--- src/design/mfb_ram.sv ---
// ----------------------------------------------------------------------------
// mfb_ram
// single write port, single registered read port memory
// ----------------------------------------------------------------------------
module mfb_ram #(
    parameter int DW = 8,
    parameter int AW = 4
) (
    input  logic          i_clk,
    input  logic          i_we,
    input  logic [AW-1:0] i_waddr,
    input  logic [DW-1:0] i_wdata,
    input  logic [AW-1:0] i_raddr,
    output logic [DW-1:0] o_rdata
);
    logic [DW-1:0] r_mem [(1<<AW)];
    logic [DW-1:0] r_rdata;

    always_ff @(posedge i_clk) begin
        if (i_we) begin
            r_mem[i_waddr] <= i_wdata;
        end
        r_rdata <= r_mem[i_raddr];
    end

    assign o_rdata = r_rdata;
endmodule

--- config.mk ---
export PLATFORM = sky130hd
export DESIGN_NAME = mfb_ram
export DESIGN_NICKNAME = d
export VERILOG_FILES = /design/src/design/mfb_ram.sv
export SDC_FILE = /design/constraint.sdc
export NUM_CORES = 1
export LEC_CHECK = 0
export BUFFER_PORTS_ARGS = -buffer_cell sky130_fd_sc_hd__buf_2
export CORE_AREA = 2 2 134 136
export CTS_CLUSTER_DIAMETER = 80
export CTS_CLUSTER_SIZE = 40
export DETAILED_ROUTE_END_ITERATION = 12
export DIE_AREA = 0 0 136 138
export HOLD_SLACK_MARGIN = 0.05
export PLACE_DENSITY = 0.53
export SLEW_MARGIN = 20
export SYNTH_ARGS = -nofsm -noshare
export SYNTH_HDL_FRONTEND = slang
export SYNTH_SLANG_ARGS = --single-unit
--- constraint.sdc ---
create_clock -name i_clk -period 2.15 [get_ports i_clk]
set_input_delay 0.215 -clock i_clk [delete_from_list [all_inputs] [get_ports i_clk]]
set_output_delay 0.215 -clock i_clk [all_outputs]
set_load 0.01 [all_outputs]
# After elaboration in Yosys (flattened, before gate mapping)
# Memories as Yosys holds them, arrays and structs flattened. A register that Yosys moved wholly into a read port is not among the register bits.
# Index checks and enable logic that the tools add are counted.
dict set report op_classes {
  n_mux 2
}
# op n
set ops {}
lappend ops {{1-bit two-way mux} 2}
dict set report totals {
  reg_bits 0
  mem_bits_rw 128
  inputBits 18
  out_inout_bits 8
  memories 1
}
# name depth width rd rd_clocked_by_memory_dff wr line_no
set memory_table {}
lappend memory_table {r_mem 16 8 1 1 1 16} ;# logic [DW-1:0] r_mem [(1<<AW)];

# Longest topological paths before layout
dict set report depth {
  word_depth 2
  depth_mapped 5
  depth_no_buf 3
}

# Worst setup path after synthesis
# OpenSTA, ideal clock, no wires.
dict set report synth_timing {
  path_type {input to register}
  from {input port i_waddr[2]}
  to {memory r_mem[0][0], enable pin}
  setup_ns 0.383
  t_arrival_ns 1.325
  t_required_ns 1.767
  slack_ns 0.442
  cell_stages 2
  n_path_buf 0
  cell_sequence {or3b_2 -> nor3_1}
}
# element line_no
set synth_rtl {}
lappend synth_rtl {{from (decl)} 11} ;# input logic [AW-1:0] i_waddr,
lappend synth_rtl {{to (decl)} 16}
# Straight into the memory's write port.

==> impl_metrics.yaml <==
worst_hold_path:
  whs_endpoint: "r_mem[14][4]"
  whs_path_depth: 1
  min-delay-start: "i_wdata[4]"
  worst_hold_path_type: "input pin to flip-flop"
worst_setup_path:
  start_kind: "flip-flop"
  crit_type: "flip-flop to flip-flop"
  crit_path_max_fanout: 1
  r2r_cells: 3
  path_buf_inv: 0
  critical_path_arrival_ns: 1.71
  critPathMaxStageDelay_ns: 0.54
  endpoint_kind: "flip-flop"
  worstPathCellList: "mux4_1 > a22oi_1 > nand2_1"
  reg2reg_slack_ns: 0.72
  r2r-end: "o_rdata[1]"
  required_ns: 2.44
  crit_slowest_cell: "mux4_1"
  r2r-start: "r_mem[1][1]"
  critical_path.top_delay_family: "multiplexers"
sta:
  period_minus_slack_ns: 1.43
  skew_ns: 0.00462
  worst_pin_slew_ns: 0.455
  setup-violations-final: 0
  rsz0062_at_grt: "false"
  hold_viol: 0
  slew_viol_final: 0
  fin_setup_tns_ns: 0
  min_period_over_period: 0.664
  max_freq_ghz: 0.700
  relSlewSlack: 0.694
clock_network:
  cts-root-buf: "clkbuf_16"
  cts_sinks: 136
  post_cts_resized: 0
  path_clk_slew_ns: 0.06
  clock_path_buffers: 2
  h-tree-depth: 4
  clkLatencyLatePin_ns: 0.41
  cts_tree: "built"
  post_cts_buffers: 0
  cts_hold_buf: 0
  cts_buffers: 17
final_layout:
  final_util: 0.356
  antenna_cells: 0
  layout-drive-gt1-share: 0.301
  final_area_um2: 6240
  fillers: 1669
  syn_to_final_growth_pct: 21.2
  nNetsFinal: 301
  finalNonFillerCells: 525
  mostFrequentLayoutCells: "edfxtp_1, buf_2, mux4_2, buf_4, clkbuf_16"
  final_common_cell: "edfxtp_1"
logic_synthesis:
  synth_area_leaders: "edfxtp_1, mux4_2, mux4_1, dfxtp_1, a22oi_1"
  synth.net_count: 247
  yosys.area.top_type: "edfxtp_1"
  yosysTopAreaCellShare: 0.747
  ys_types: 19
  netlist_area_um2: 5150
  ys_ff_latch: 136
  syn_inst: 229
  synth-warning-count: 0
  ys_seq_area_frac: 0.778
  syn_area_per_cell_um2: 22.5
place:
  gp_congestion: 0.727
  detailed_place_hpwl_mm: 6.81
  placed_cells: 493
  placed_area_um2: 5650
  port-buffer-count: 25
global_route:
  grt.total_usage: 0.123
  grt_pass1_vias: 2547
  antenna_found_initial: 0
  grt_max_degree: 33
  grt_pass1_wl_mm: 16.3
  grt_overflow: 0
die:
  fp-row-count: 49
  start_util: 0.294
  pin_count: 26
  coreArea_um2: 17500
  die_x_um: 136
  dieHeight_um: 138
  dieArea_um2: 18800
job:
  drv_cap: 0
power:
  ir_drop_mv: 0.433
  finalPower_uw: 6190
  powerDensity_nw_per_um2: 992
  total_leakage_power_uw: 0.00210
route:
  wl_per_cell_um: 20.6
  vias: 2434
  vias_per_cell: 4.64
  totalWireLength_mm: 10.8
  drc: 0
  drtAntennaViolNets: 0
  firstDrtPassIters: 4
  drt_iter0_drc: 159
run_status:
  status: "finished clean"
[registers in the layout, indices dropped and copies added, names as in the netlist]
| signal | flops |
|---|---|
| o_rdata | 8 |
| r_mem | 128 |
[synthesized netlist by cell type, drive strengths merged]
cell type	count
nand2	9
nand3	1
a22oi	16
and2	1
nor2b	1
mux4	32
buf	7
dfxtp	8
nand2b	2
edfxtp	128
clkdlybuf4s25	3
and2b	1
nor2	13
or3b	1
nand3b	2
nor3	4
[power by group]
part	internal (µW)	total [µW]	switching, µW	leakage [µW]
Sequential	2970	2980	18.8	0.00122
Combinational	121	291	170	0.000586
Clock	1910	2910	1000	0.000292
Total	4990	6190	1190	0.00210
[kinds of logic after synthesis]
| logic type | after synthesis | synth area share |
|---|---|---|
| buffers and inverters | 10 | 0.0168 |
| muxes | 32 | 0.150 |
| DFF | 136 | 0.778 |
| AOI/OAI and AO/OA | 16 | 0.0233 |
| and+or+nand+nor | 35 | 0.0318 |
[final cells by class]
type	count	area [µm²]	area share
clock buffers	19	433	0.0694
clock inverters	13	159	0.0255
multi-input cells	83	1060	0.169
flip-flops and latches	136	4000	0.642
well taps	229	287	0.0459
repair buffers	45	300	0.0481
[routing by layer]
metal | GRT usage | up-vias | part of all wire
li1 | - | 1079 | -
met1 | 0.174 | 1271 | 0.45
met2 | 0.184 | 70 | 0.48
met3 | 0.0337 | 14 | 0.063
met4 | 0.0411 | 0 | 0.0093
met5 | 0 | - | 0
[metrics by stage]
stage,setup slack (ns),hold slack [ns]
after CTS,0.714,0.185
after global placement,0.388,0.608
after detailed placement,0.396,0.624
after global routing,0.695,0.197
final,0.722,0.196
after floorplan,0.442,0.314
[how the worst max path moves through the flow]
| stage | slack [ns] | cells past startpoint | endpoint | startpoint |
|---|---|---|---|---|
| 2_1_floorplan | 0.44 | 2 | r_mem[0][0] | i_waddr[2] |
| 5_1_grt | 0.69 | 3 | o_rdata[1] | r_mem[1][1] |
| 3_5_place_dp | 0.40 | 5 | o_rdata[1] | i_raddr[0] |
| 6_report | 0.72 | 3 | o_rdata[1] | r_mem[1][1] |
| 4_1_cts | 0.71 | 3 | o_rdata[1] | r_mem[1][1] |
| 3_3_place_gp | 0.39 | 5 | o_rdata[1] | i_raddr[0] |
(Power assumes the default switching activity.)
